### config.mk
export PLATFORM = sky130hd
export DESIGN_NAME = baud_paced_byte_loopback
export DESIGN_NICKNAME = d
export VERILOG_FILES = /design/src/sv/bpl_pkg.sv /design/src/sv/baud_paced_byte_loopback.sv /design/src/sv/bpl_div.sv
export SDC_FILE = /design/constraint.sdc
export NUM_CORES = 1
export LEC_CHECK = 0
export BUFFER_PORTS_ARGS = -buffer_cell sky130_fd_sc_hd__buf_2
export CORE_MARGIN = 2
export CORE_UTILIZATION = 50
export CTS_BUF_LIST = sky130_fd_sc_hd__clkbuf_4 sky130_fd_sc_hd__clkbuf_8 sky130_fd_sc_hd__clkbuf_16
export DETAILED_ROUTE_END_ITERATION = 16
export GPL_ROUTABILITY_DRIVEN = 0
export PLACE_DENSITY = 0.63
export SLEW_MARGIN = 20
export SYNTH_ARGS = -nofsm -noshare
export SYNTH_HDL_FRONTEND = slang
export SYNTH_SLANG_ARGS = --single-unit
### constraint.sdc
create_clock -name clock -period 11.3 [get_ports clock]
set_input_delay 1.695 -clock clock [delete_from_list [all_inputs] [get_ports clock]]
set_output_delay 1.695 -clock clock [all_outputs]
set_load 0.02 [all_outputs]
### src/sv/bpl_pkg.sv
// Shared widths, codes and types for the paced byte loopback.
package bpl_pkg;

   localparam int TIME_W    = 32;
   localparam int PERIOD_W  = 24;
   localparam int BYTE_W    = 8;
   localparam int KIND_W    = 3;
   localparam int MODE_W    = 2;
   localparam int CSR_IDX_W = 4;
   localparam int REQ_W     = BYTE_W + TIME_W;

   localparam int SOURCE_DEPTH_DEF  = 64;
   localparam int RECEIVE_DEPTH_DEF = 8;

   localparam logic [KIND_W-1:0] KIND_WRITE = 3'd0;
   localparam logic [KIND_W-1:0] KIND_COUNT = 3'd1;
   localparam logic [KIND_W-1:0] KIND_READ  = 3'd2;
   localparam logic [KIND_W-1:0] KIND_PEEK  = 3'd3;
   localparam logic [KIND_W-1:0] KIND_FLUSH = 3'd4;

   localparam logic [MODE_W-1:0] MODE_IDLE  = 2'd0;
   localparam logic [MODE_W-1:0] MODE_FREE  = 2'd1;
   localparam logic [MODE_W-1:0] MODE_PACED = 2'd2;

   localparam logic [CSR_IDX_W-1:0] CSR_LINK_MODE   = 4'd0;
   localparam logic [CSR_IDX_W-1:0] CSR_BYTE_PERIOD = 4'd1;

   typedef struct packed {
      logic                done;
      logic [TIME_W-1:0]   quotient;
      logic [PERIOD_W-1:0] remainder;
   } div_result_type;

endpackage

### src/sv/baud_paced_byte_loopback.sv
// Paced byte loopback: source queue, receive queue and release sequencer.
//
// req channel: one transaction per access. req_tuser carries the kind (write,
// count, read, peek, flush); req_tdata carries the byte and the microsecond time.
// rsp channel: exactly one transaction per access, in order: byte, hit flag,
// write-accepted flag and the pending count after the access.
// csr channel: register writes (link mode, byte period); always ready. The user
// must only write it while no access is in flight; the block does not enforce it.
// An access without a release passes the operation and finish states before its
// result is registered for rsp. In paced mode, with bytes in the source queue,
// the divider first computes the 32-bit quotient of elapsed time by byte period,
// and each released byte then takes a source-memory read and a receive-memory
// write, at most RECEIVE_DEPTH bytes, as earlier ones would be overwritten.
// One access is in flight at a time.
// Reset empties both queues, zeroes the timer mark and selects the
// not-started mode; the memories need no clearing pass.
// A result waits in the rsp register while the receiver stalls; the next
// access is taken and held finished until that register frees up.
module baud_paced_byte_loopback #(
   parameter  int SOURCE_DEPTH  = bpl_pkg::SOURCE_DEPTH_DEF,
   parameter  int RECEIVE_DEPTH = bpl_pkg::RECEIVE_DEPTH_DEF,
   localparam int SCW    = $clog2(SOURCE_DEPTH + 1),
   localparam int RCW    = $clog2(RECEIVE_DEPTH + 1),
   localparam int PEND_W = (SCW > RCW) ? SCW : RCW,
   localparam int RSP_W  = ((bpl_pkg::BYTE_W + 1 + PEND_W + 7) / 8) * 8
) (
   input  logic                           clock,
   input  logic                           reset,
   input  logic                           req_tvalid,
   output logic                           req_tready,
   input  logic [bpl_pkg::REQ_W-1:0]      req_tdata,   // data_in, now_us
   input  logic [bpl_pkg::KIND_W-1:0]     req_tuser,   // kind
   output logic                           rsp_tvalid,
   input  logic                           rsp_tready,
   output logic [RSP_W-1:0]               rsp_tdata,   // data_out, write_accepted, pending_count
   output logic [0:0]                     rsp_tuser,   // data_valid
   input  logic                           csr_valid,
   output logic                           csr_ready,
   input  logic [bpl_pkg::CSR_IDX_W-1:0]  csr_index,
   input  logic [bpl_pkg::PERIOD_W-1:0]   csr_data
);
   import bpl_pkg::*;

   localparam int SAW = $clog2(SOURCE_DEPTH);
   localparam int RAW = (RECEIVE_DEPTH > 1) ? $clog2(RECEIVE_DEPTH) : 1;

   localparam logic [2:0] ST_IDLE  = 3'd0;
   localparam logic [2:0] ST_DIV   = 3'd1;
   localparam logic [2:0] ST_MV_RD = 3'd2;
   localparam logic [2:0] ST_MV_WR = 3'd3;
   localparam logic [2:0] ST_OP    = 3'd4;
   localparam logic [2:0] ST_FIN   = 3'd5;

   function automatic logic [SAW-1:0] src_wrap(input logic [SAW:0] sum);
      logic [SAW:0] adj;
      adj = (int'(sum) >= SOURCE_DEPTH) ? sum - (SAW+1)'(SOURCE_DEPTH) : sum;
      return adj[SAW-1:0];
   endfunction

   function automatic logic [RAW-1:0] rcv_wrap(input logic [RAW:0] sum);
      logic [RAW:0] adj;
      adj = (int'(sum) >= RECEIVE_DEPTH) ? sum - (RAW+1)'(RECEIVE_DEPTH) : sum;
      return adj[RAW-1:0];
   endfunction

   logic [2:0]          state_ff, state_in;
   logic [MODE_W-1:0]   mode_ff;
   logic [PERIOD_W-1:0] period_ff;
   logic [KIND_W-1:0]   kind_ff, kind_in;
   logic [BYTE_W-1:0]   din_ff, din_in;
   logic [TIME_W-1:0]   now_ff, now_in;
   logic [TIME_W-1:0]   mark_ff, mark_in;
   logic [SAW-1:0]      src_head_ff, src_head_in;
   logic [SCW-1:0]      src_cnt_ff, src_cnt_in;
   logic [RAW-1:0]      rcv_head_ff, rcv_head_in;
   logic [RCW-1:0]      rcv_cnt_ff, rcv_cnt_in;
   logic [SCW-1:0]      mv_left_ff, mv_left_in;
   logic                hit_ff, hit_in;
   logic                acc_ff, acc_in;
   logic                from_src_ff, from_src_in;
   logic                rsp_valid_ff, rsp_valid_in;
   logic [BYTE_W-1:0]   rsp_data_ff, rsp_data_in;
   logic                rsp_hit_ff, rsp_hit_in;
   logic                rsp_acc_ff, rsp_acc_in;
   logic [PEND_W-1:0]   rsp_pend_ff, rsp_pend_in;

   logic [BYTE_W-1:0]   src_mem [SOURCE_DEPTH];
   logic [BYTE_W-1:0]   rcv_mem [RECEIVE_DEPTH];
   logic [BYTE_W-1:0]   src_rdata_ff, rcv_rdata_ff;
   logic                src_we, src_re, rcv_we, rcv_re;
   logic [SAW-1:0]      src_waddr, src_raddr;
   logic [RAW-1:0]      rcv_waddr, rcv_raddr;
   logic [BYTE_W-1:0]   src_wdata;

   logic                paced, free, accept, rel, upd_mark;
   logic                div_start;
   logic [PERIOD_W-1:0] div_divisor;
   div_result_type      div_res;
   logic [SCW-1:0]      mv_total, mv_keep, mv_skip;

   assign paced  = (mode_ff == MODE_PACED);
   assign free   = (mode_ff == MODE_FREE);
   assign accept = req_tvalid && req_tready;

   assign req_tready = (state_ff == ST_IDLE);
   assign csr_ready  = 1'b1;

   assign div_divisor = (period_ff == '0) ? PERIOD_W'(1) : period_ff;

   bpl_div u_div (
      .clock    (clock),
      .reset    (reset),
      .start    (div_start),
      .dividend (req_tdata[REQ_W-1:BYTE_W] - mark_ff),
      .divisor  (div_divisor),
      .result   (div_res)
   );

   always_comb begin
      rel      = paced && (src_cnt_ff != '0) && (req_tuser <= KIND_FLUSH);
      upd_mark = (req_tuser == KIND_WRITE) || (req_tuser == KIND_FLUSH) ||
                 (paced && (req_tuser >= KIND_COUNT) && (req_tuser <= KIND_PEEK));
      if (div_res.quotient < TIME_W'(src_cnt_ff)) begin
         mv_total = div_res.quotient[SCW-1:0];
      end else begin
         mv_total = src_cnt_ff;
      end
      mv_keep = (int'(mv_total) < RECEIVE_DEPTH) ? mv_total : SCW'(RECEIVE_DEPTH);
      mv_skip = mv_total - mv_keep;
   end

   always_comb begin
      state_in     = state_ff;
      kind_in      = kind_ff;
      din_in       = din_ff;
      now_in       = now_ff;
      mark_in      = mark_ff;
      src_head_in  = src_head_ff;
      src_cnt_in   = src_cnt_ff;
      rcv_head_in  = rcv_head_ff;
      rcv_cnt_in   = rcv_cnt_ff;
      mv_left_in   = mv_left_ff;
      hit_in       = hit_ff;
      acc_in       = acc_ff;
      from_src_in  = from_src_ff;
      rsp_valid_in = rsp_valid_ff && !rsp_tready;
      rsp_data_in  = rsp_data_ff;
      rsp_hit_in   = rsp_hit_ff;
      rsp_acc_in   = rsp_acc_ff;
      rsp_pend_in  = rsp_pend_ff;
      div_start    = 1'b0;
      src_we       = 1'b0;
      src_re       = 1'b0;
      rcv_we       = 1'b0;
      rcv_re       = 1'b0;
      src_waddr    = src_wrap((SAW+1)'(src_head_ff) + (SAW+1)'(src_cnt_ff));
      src_raddr    = src_head_ff;
      src_wdata    = din_ff;
      rcv_waddr    = rcv_head_ff;
      rcv_raddr    = rcv_head_ff;

      unique case (state_ff)
         ST_IDLE: begin
            if (accept) begin
               kind_in = req_tuser;
               din_in  = req_tdata[BYTE_W-1:0];
               now_in  = req_tdata[REQ_W-1:BYTE_W];
               if (rel) begin
                  div_start = 1'b1;
                  state_in  = ST_DIV;
               end else begin
                  if (upd_mark) begin
                     mark_in = req_tdata[REQ_W-1:BYTE_W];
                  end
                  state_in = ST_OP;
               end
            end
         end
         ST_DIV: begin
            if (div_res.done) begin
               mark_in     = now_ff - TIME_W'(div_res.remainder);
               src_head_in = src_wrap((SAW+1)'(src_head_ff) + (SAW+1)'(mv_skip));
               src_cnt_in  = src_cnt_ff - mv_skip;
               mv_left_in  = mv_keep;
               state_in    = (mv_keep != '0) ? ST_MV_RD : ST_OP;
            end
         end
         ST_MV_RD: begin
            src_re      = 1'b1;
            src_head_in = src_wrap((SAW+1)'(src_head_ff) + (SAW+1)'(1));
            src_cnt_in  = src_cnt_ff - SCW'(1);
            state_in    = ST_MV_WR;
         end
         ST_MV_WR: begin
            rcv_we = 1'b1;
            if (rcv_cnt_ff == RCW'(RECEIVE_DEPTH)) begin
               // full: overwrite the oldest byte
               rcv_head_in = rcv_wrap((RAW+1)'(rcv_head_ff) + (RAW+1)'(1));
            end else begin
               rcv_waddr  = rcv_wrap((RAW+1)'(rcv_head_ff) + (RAW+1)'(rcv_cnt_ff));
               rcv_cnt_in = rcv_cnt_ff + RCW'(1);
            end
            mv_left_in = mv_left_ff - SCW'(1);
            state_in   = (mv_left_ff == SCW'(1)) ? ST_OP : ST_MV_RD;
         end
         ST_OP: begin
            hit_in      = 1'b0;
            acc_in      = 1'b0;
            from_src_in = 1'b0;
            unique case (kind_ff)
               KIND_WRITE: begin
                  if (int'(src_cnt_ff) < SOURCE_DEPTH) begin
                     src_we     = 1'b1;
                     src_cnt_in = src_cnt_ff + SCW'(1);
                     acc_in     = 1'b1;
                  end
               end
               KIND_READ, KIND_PEEK: begin
                  if (free && (src_cnt_ff != '0)) begin
                     src_re      = 1'b1;
                     hit_in      = 1'b1;
                     from_src_in = 1'b1;
                     if (kind_ff == KIND_READ) begin
                        src_head_in = src_wrap((SAW+1)'(src_head_ff) + (SAW+1)'(1));
                        src_cnt_in  = src_cnt_ff - SCW'(1);
                     end
                  end else if (paced && (rcv_cnt_ff != '0)) begin
                     rcv_re = 1'b1;
                     hit_in = 1'b1;
                     if (kind_ff == KIND_READ) begin
                        rcv_head_in = rcv_wrap((RAW+1)'(rcv_head_ff) + (RAW+1)'(1));
                        rcv_cnt_in  = rcv_cnt_ff - RCW'(1);
                     end
                  end
               end
               default: begin
               end
            endcase
            state_in = ST_FIN;
         end
         ST_FIN: begin
            if (!rsp_valid_ff || rsp_tready) begin
               rsp_valid_in = 1'b1;
               rsp_hit_in   = hit_ff;
               rsp_acc_in   = acc_ff;
               if (!hit_ff) begin
                  rsp_data_in = '0;
               end else begin
                  rsp_data_in = from_src_ff ? src_rdata_ff : rcv_rdata_ff;
               end
               if (paced) begin
                  rsp_pend_in = PEND_W'(rcv_cnt_ff);
               end else if (free) begin
                  rsp_pend_in = PEND_W'(src_cnt_ff);
               end else begin
                  rsp_pend_in = '0;
               end
               state_in = ST_IDLE;
            end
         end
         default: begin
            state_in = ST_IDLE;
         end
      endcase
   end

   always_ff @(posedge clock) begin
      if (reset) begin
         state_ff     <= ST_IDLE;
         mode_ff      <= MODE_IDLE;
         period_ff    <= PERIOD_W'(1);
         mark_ff      <= '0;
         src_head_ff  <= '0;
         src_cnt_ff   <= '0;
         rcv_head_ff  <= '0;
         rcv_cnt_ff   <= '0;
         mv_left_ff   <= '0;
         rsp_valid_ff <= 1'b0;
      end else begin
         state_ff     <= state_in;
         mark_ff      <= mark_in;
         src_head_ff  <= src_head_in;
         src_cnt_ff   <= src_cnt_in;
         rcv_head_ff  <= rcv_head_in;
         rcv_cnt_ff   <= rcv_cnt_in;
         mv_left_ff   <= mv_left_in;
         rsp_valid_ff <= rsp_valid_in;
         if (csr_valid && csr_ready) begin
            if (csr_index == CSR_LINK_MODE) begin
               mode_ff <= csr_data[MODE_W-1:0];
            end else if (csr_index == CSR_BYTE_PERIOD) begin
               period_ff <= csr_data;
            end
         end
      end
   end

   always_ff @(posedge clock) begin
      kind_ff     <= kind_in;
      din_ff      <= din_in;
      now_ff      <= now_in;
      hit_ff      <= hit_in;
      acc_ff      <= acc_in;
      from_src_ff <= from_src_in;
      rsp_data_ff <= rsp_data_in;
      rsp_hit_ff  <= rsp_hit_in;
      rsp_acc_ff  <= rsp_acc_in;
      rsp_pend_ff <= rsp_pend_in;
   end

   always_ff @(posedge clock) begin
      if (src_we) begin
         src_mem[src_waddr] <= src_wdata;
      end
      if (src_re) begin
         src_rdata_ff <= src_mem[src_raddr];
      end
   end

   always_ff @(posedge clock) begin
      if (rcv_we) begin
         rcv_mem[rcv_waddr] <= src_rdata_ff;
      end
      if (rcv_re) begin
         rcv_rdata_ff <= rcv_mem[rcv_raddr];
      end
   end

   assign rsp_tvalid   = rsp_valid_ff;
   assign rsp_tdata    = RSP_W'({rsp_pend_ff, rsp_acc_ff, rsp_data_ff});
   assign rsp_tuser[0] = rsp_hit_ff;

   a_src_bound: assert property (@(posedge clock) disable iff (reset)
      int'(src_cnt_ff) <= SOURCE_DEPTH)
      else $error("source count beyond depth");

   a_rcv_bound: assert property (@(posedge clock) disable iff (reset)
      int'(rcv_cnt_ff) <= RECEIVE_DEPTH)
      else $error("receive count beyond depth");

   a_div_owner: assert property (@(posedge clock) disable iff (reset)
      div_res.done |-> (state_ff == ST_DIV))
      else $error("divider finished outside release");

   a_hit_vs_write: assert property (@(posedge clock) disable iff (reset)
      rsp_valid_ff |-> !(rsp_hit_ff && rsp_acc_ff))
      else $error("result both returns a byte and accepts a write");

   a_accept_busy: assert property (@(posedge clock) disable iff (reset)
      accept |=> (state_ff != ST_IDLE))
      else $error("transaction accepted without leaving idle");

endmodule

### src/sv/bpl_div.sv
// Restoring divider, elapsed time by byte period, one quotient bit per cycle.
module bpl_div (
   input  logic                          clock,
   input  logic                          reset,
   input  logic                          start,
   input  logic [bpl_pkg::TIME_W-1:0]    dividend,
   input  logic [bpl_pkg::PERIOD_W-1:0]  divisor,
   output bpl_pkg::div_result_type       result
);
   import bpl_pkg::*;

   localparam int STEP_W = $clog2(TIME_W);

   logic                busy_ff, busy_in;
   logic                done_ff, done_in;
   logic [STEP_W-1:0]   step_ff, step_in;
   logic [TIME_W-1:0]   quo_ff, quo_in;
   logic [PERIOD_W-1:0] acc_ff, acc_in;
   logic [PERIOD_W-1:0] dvs_ff, dvs_in;
   logic [PERIOD_W:0]   trial;

   always_comb begin
      trial   = {acc_ff, quo_ff[TIME_W-1]} - {1'b0, dvs_ff};
      busy_in = busy_ff;
      done_in = 1'b0;
      step_in = step_ff;
      quo_in  = quo_ff;
      acc_in  = acc_ff;
      dvs_in  = dvs_ff;
      if (start) begin
         busy_in = 1'b1;
         step_in = '0;
         quo_in  = dividend;
         acc_in  = '0;
         dvs_in  = divisor;
      end else if (busy_ff) begin
         if (!trial[PERIOD_W]) begin
            acc_in = trial[PERIOD_W-1:0];
            quo_in = {quo_ff[TIME_W-2:0], 1'b1};
         end else begin
            acc_in = {acc_ff[PERIOD_W-2:0], quo_ff[TIME_W-1]};
            quo_in = {quo_ff[TIME_W-2:0], 1'b0};
         end
         step_in = step_ff + STEP_W'(1);
         if (step_ff == STEP_W'(TIME_W - 1)) begin
            busy_in = 1'b0;
            done_in = 1'b1;
         end
      end
   end

   always_ff @(posedge clock) begin
      if (reset) begin
         busy_ff <= 1'b0;
         done_ff <= 1'b0;
         step_ff <= '0;
      end else begin
         busy_ff <= busy_in;
         done_ff <= done_in;
         step_ff <= step_in;
      end
   end

   always_ff @(posedge clock) begin
      quo_ff <= quo_in;
      acc_ff <= acc_in;
      dvs_ff <= dvs_in;
   end

   assign result.done      = done_ff;
   assign result.quotient  = quo_ff;
   assign result.remainder = acc_ff;

endmodule

==> flow_metrics.env <==
export IMPL_start_kind="flop"
export IMPL_slew_headroom_pct=30.4
export IMPL_drt_iter0_markers=1811
export IMPL_dieArea_um2=77500
export IMPL_h_tree_depth=3
export IMPL_pin_count=96
export IMPL_netlist_cell_type_count=85
export IMPL_clkLatencyLatePin_ns=0.64
export IMPL_die_w_um=278
export IMPL_drive_above_1_share_pct=18.2
export IMPL_combPwrFrac_pct=20.2
export IMPL_dieHeight_um=278
export IMPL_crit_path_end_kind="flop"
export IMPL_cts_sinks=831
export IMPL_power_switching_w=0.00229
export IMPL_grt_overflow=0
export IMPL_placed_cell_area_um2=39000
export IMPL_fillCellCount=5836
export IMPL_tritoncts="done"
export IMPL_switching_share_pct=27.9
export IMPL_portBuffers=94
export IMPL_max_stage_delay_ns=0.67
export IMPL_drc=0
export IMPL_nNetsFinal=2894
export IMPL_p_leak_nw=14.3
export IMPL_cts_hold_buffers=0
export IMPL_crit_fanout=14
export IMPL_tightestPinTransition_ns=1.04
export IMPL_cts_resized=0
export IMPL_root_buffer="clkbuf_16"
export IMPL_grt_total_usage_pct=21.8
export IMPL_postSynth_asyncResetShare_pct=0
export IMPL_seqCellArea_um2=23800
export IMPL_peakVddDrop_v=0.000120
export IMPL_cp_common_cell="a21o_1"
export IMPL_seq_area_frac_synth_pct=63.1
export IMPL_vias=22000
export IMPL_start_util_pct=50.6
export IMPL_ff2ff_setup_slack_ns=6.15
export IMPL_tns_ns=0
export IMPL_critPathSlowestCell="o31ai_4"
export IMPL_synth_warnings=0
export IMPL_synthCells=2622
export IMPL_cts_setup_buffers=0
export IMPL_multi_input_area_um2=12900
export IMPL_cp_depth=21
export IMPL_synth_area_um2=37600
export IMPL_core_area_um2=74400
export IMPL_firstDrtPassIters=5
export IMPL_clk_path_buf_depth=3
export IMPL_synth_top_flop_cell="edfxtp_1"
export IMPL_r2r_start="src_cnt_ff[1]$_SDFFE_PP0P_"
export IMPL_areaGrowthSynthToFinish_pct=11.8
export IMPL_synth_fp_nets=2819
export IMPL_grt_pass1_wl_um=130000
export IMPL_max_freq_mhz=194
export IMPL_crit_arrival_ns=5.71
export IMPL_finClkSkew_ns=0.0311
export IMPL_fin_crit_sh_pct=45.6
export IMPL_p_seq_share_pct=43.0
export IMPL_yosys_register_bits=831
export IMPL_antenna_found_initial=2
export IMPL_setup_viol=0
export IMPL_routed_via_density=5.89
export IMPL_hold_viol_final=0
export IMPL_grt_pass1_vias=21800
export IMPL_antenna_left=0
export IMPL_drv_slew=0
export IMPL_rows=100
export IMPL_critPathBufInv=2
export IMPL_dp_final_hpwl_um=54800
export IMPL_crit_chain="inv_1, ha_1, a21o_1, a21o_1, a21o_1, a21oi_1, o31ai_4, mux2i_2, nor2b_1, ha_1, inv_1, fa_1, a21o_1, a21oi_1, o21bai_1, a21oi_1, and3_1, o21ai_0, nand2_1, nor3_1, nor3_1"
export IMPL_post_drt_wl_per_cell_um=22.5
export IMPL_min_period_ns=5.15
export IMPL_postLayoutCellArea_um2=42100
export IMPL_critPathKind="reg2reg"
export IMPL_clk_pin_slew_worst_paths_ns=0.07
export IMPL_cts_buffers=88
export IMPL_wl_um=84400
export IMPL_grt_max_degree=109
export IMPL_hold_class="reg2reg"
export IMPL_r2r_end="src_cnt_ff[6]$_SDFFE_PP0P_"
export IMPL_cp_endpoint="src_cnt_ff[6]$_SDFFE_PP0P_"
export IMPL_p_clk_share_pct=36.8
export IMPL_rsz0062_at_grt="no"
export IMPL_synth_edf_count=711
export IMPL_hold_start="acc_ff$_DFFE_PP_"
export IMPL_cap_viol_max_count=0
export IMPL_synth_avg_cell_area_um2=14.4
export IMPL_p_int_w=0.00591
export IMPL_crit_family="compound AO/OA/AOI/OAI gates"
export IMPL_critPathLaunch="src_cnt_ff[1]$_SDFFE_PP0P_"
export IMPL_power_per_cell_area_nw_per_um2=195
export IMPL_r2r_cells=21
export IMPL_cp_required_ns=11.86
export IMPL_status="finished clean"
-- power by group through the flow --
stage / Clock, W / Sequential, W / Combinational, W
CTS: 0.00307 / 0.00353 / 0.00165
global placement: 0 / 0.00359 / 0.00160
finish: 0.00302 / 0.00353 / 0.00166
floorplan: 0 / 0.00357 / 0.00126
global route: 0.00318 / 0.00354 / 0.00183
detailed placement: 0 / 0.00359 / 0.00164
-- flip-flops by register name, summed over array words and instances (netlist names), 24 cells and up --
name / count
now_ff: 32
u_div.acc_ff: 24
period_ff: 24
u_div.dvs_ff: 24
u_div.quo_ff: 32
mark_ff: 32
rcv_mem: 64
src_mem: 512
-- area by class of cell --
cell class,instances,share of cell area (%)
Antenna cell,2,0.0119
Inverter,125,1.11
Timing Repair Buffer,121,1.63
Sequential cell,831,56.4
Tap cell,969,2.88
Clock inverter,51,1.48
Clock buffer,113,5.79
Multi-Input combinational cell,1530,30.6
-- routing by layer --
metal  global-route usage [%]  share of wire, %  vias to the layer above
li1                         -                 -                    10200
met1                     32.1                45                    11000
met2                     34.1                47                      689
met3                     3.38               5.9                      111
met4                     5.56               1.9                        2
met5                        0             0.013                        -
-- worst min path at each step --
stage / endpoint / slack (ns) / depth (start not counted)
finish: rsp_acc_ff$_DFFE_PP_ / 0.42 / 0
global route: rsp_acc_ff$_DFFE_PP_ / 0.44 / 0
CTS: rsp_acc_ff$_DFFE_PP_ / 0.42 / 0
detailed placement: rsp_acc_ff$_DFFE_PP_ / 0.41 / 0
global placement: rsp_acc_ff$_DFFE_PP_ / 0.41 / 0
floorplan: rsp_acc_ff$_DFFE_PP_ / 0.40 / 0
-- kinds of logic (layout without fill, tap and decap cells) --
| logic type | count (synthesis) | in the layout | share of synthesized area (%) |
|---|---|---|---|
| XOR/XNOR | 102 | 102 | 2.44 |
| AO/OA/AOI/OAI | 465 | 465 | 8.05 |
| flip-flops | 831 | 831 | 63.1 |
| multiplexers | 218 | 218 | 12.0 |
| buffers and inverters | 261 | 410 | 2.73 |
| adder cells (fa/ha/maj) | 121 | 121 | 4.18 |
| other | 1 | 3 | 0.00996 |
| AND/OR/NAND/NOR | 623 | 623 | 7.54 |
-- synth_stat cells, drive strengths merged, types with 9 or more instances --
| cell | instances | area, um^2 |
|---|---|---|
| and2 | 11 | 68.8 |
| ha | 113 | 1410 |
| a21o | 51 | 383 |
| a211oi | 27 | 208 |
| nand3 | 33 | 165 |
| clkbuf | 100 | 375 |
| a31oi | 23 | 144 |
| xor2 | 35 | 307 |
| a311oi | 10 | 87.6 |
| nor2 | 184 | 691 |
| a21oi | 132 | 676 |
| o22ai | 11 | 75.1 |
| nand2 | 220 | 826 |
| o31ai | 9 | 81.3 |
| edfxtp | 711 | 21400 |
| xnor2 | 67 | 613 |
| and3 | 22 | 138 |
| nor4 | 22 | 138 |
| or3 | 17 | 106 |
| inv | 124 | 465 |
| a221oi | 18 | 164 |
| nand2b | 26 | 163 |
| o21ai | 103 | 519 |
| nor3 | 33 | 170 |
| dfxtp | 120 | 2400 |
| mux2i | 23 | 234 |
| buf | 36 | 184 |
| nor2b | 25 | 156 |
| mux4 | 184 | 4140 |
| mux2 | 11 | 124 |
| o21bai | 12 | 90.1 |
| o21a | 12 | 90.1 |
-- cell usage in the layout, fill, tap and decap left out, drive strengths merged, types with 12 or more instances in the layout --
master | Yosys | final
xnor2 | 67 | 67
a31oi | 23 | 23
nand3 | 33 | 33
a21o | 51 | 51
mux4 | 184 | 184
xor2 | 35 | 35
clkbuf | 100 | 113
ha | 113 | 113
nor2b | 25 | 25
o21ai | 103 | 103
o21a | 12 | 12
buf | 36 | 121
edfxtp | 711 | 711
a211oi | 27 | 27
and3 | 22 | 22
or3 | 17 | 17
o21bai | 12 | 12
a221oi | 18 | 18
a21oi | 132 | 132
inv | 124 | 129
nor2 | 184 | 184
nor4 | 22 | 22
nor3 | 33 | 33
dfxtp | 120 | 120
clkinv | 1 | 32
bufinv | 0 | 12
nand2b | 26 | 26
mux2i | 23 | 23
nand2 | 220 | 220
-- metrics by stage --
stage | setup slack, ns | util [%] | hold WS (ns) | cells | power (W)
final | 6.15 | 56.6 | 0.420 | 3742 | 0.00820
after global routing | 5.79 | 56.6 | 0.439 | 3741 | 0.00855
after CTS | 6.19 | 56.5 | 0.420 | 3740 | 0.00825
after detailed placement | 6.24 | 52.4 | 0.405 | 3576 | 0.00523
after global placement | 6.25 | 52.4 | 0.410 | 3576 | 0.00519
after floorplan | 6.77 | - | 0.400 | 2622 | 0.00483
No activity file was read; power rests on OpenSTA's default activity.
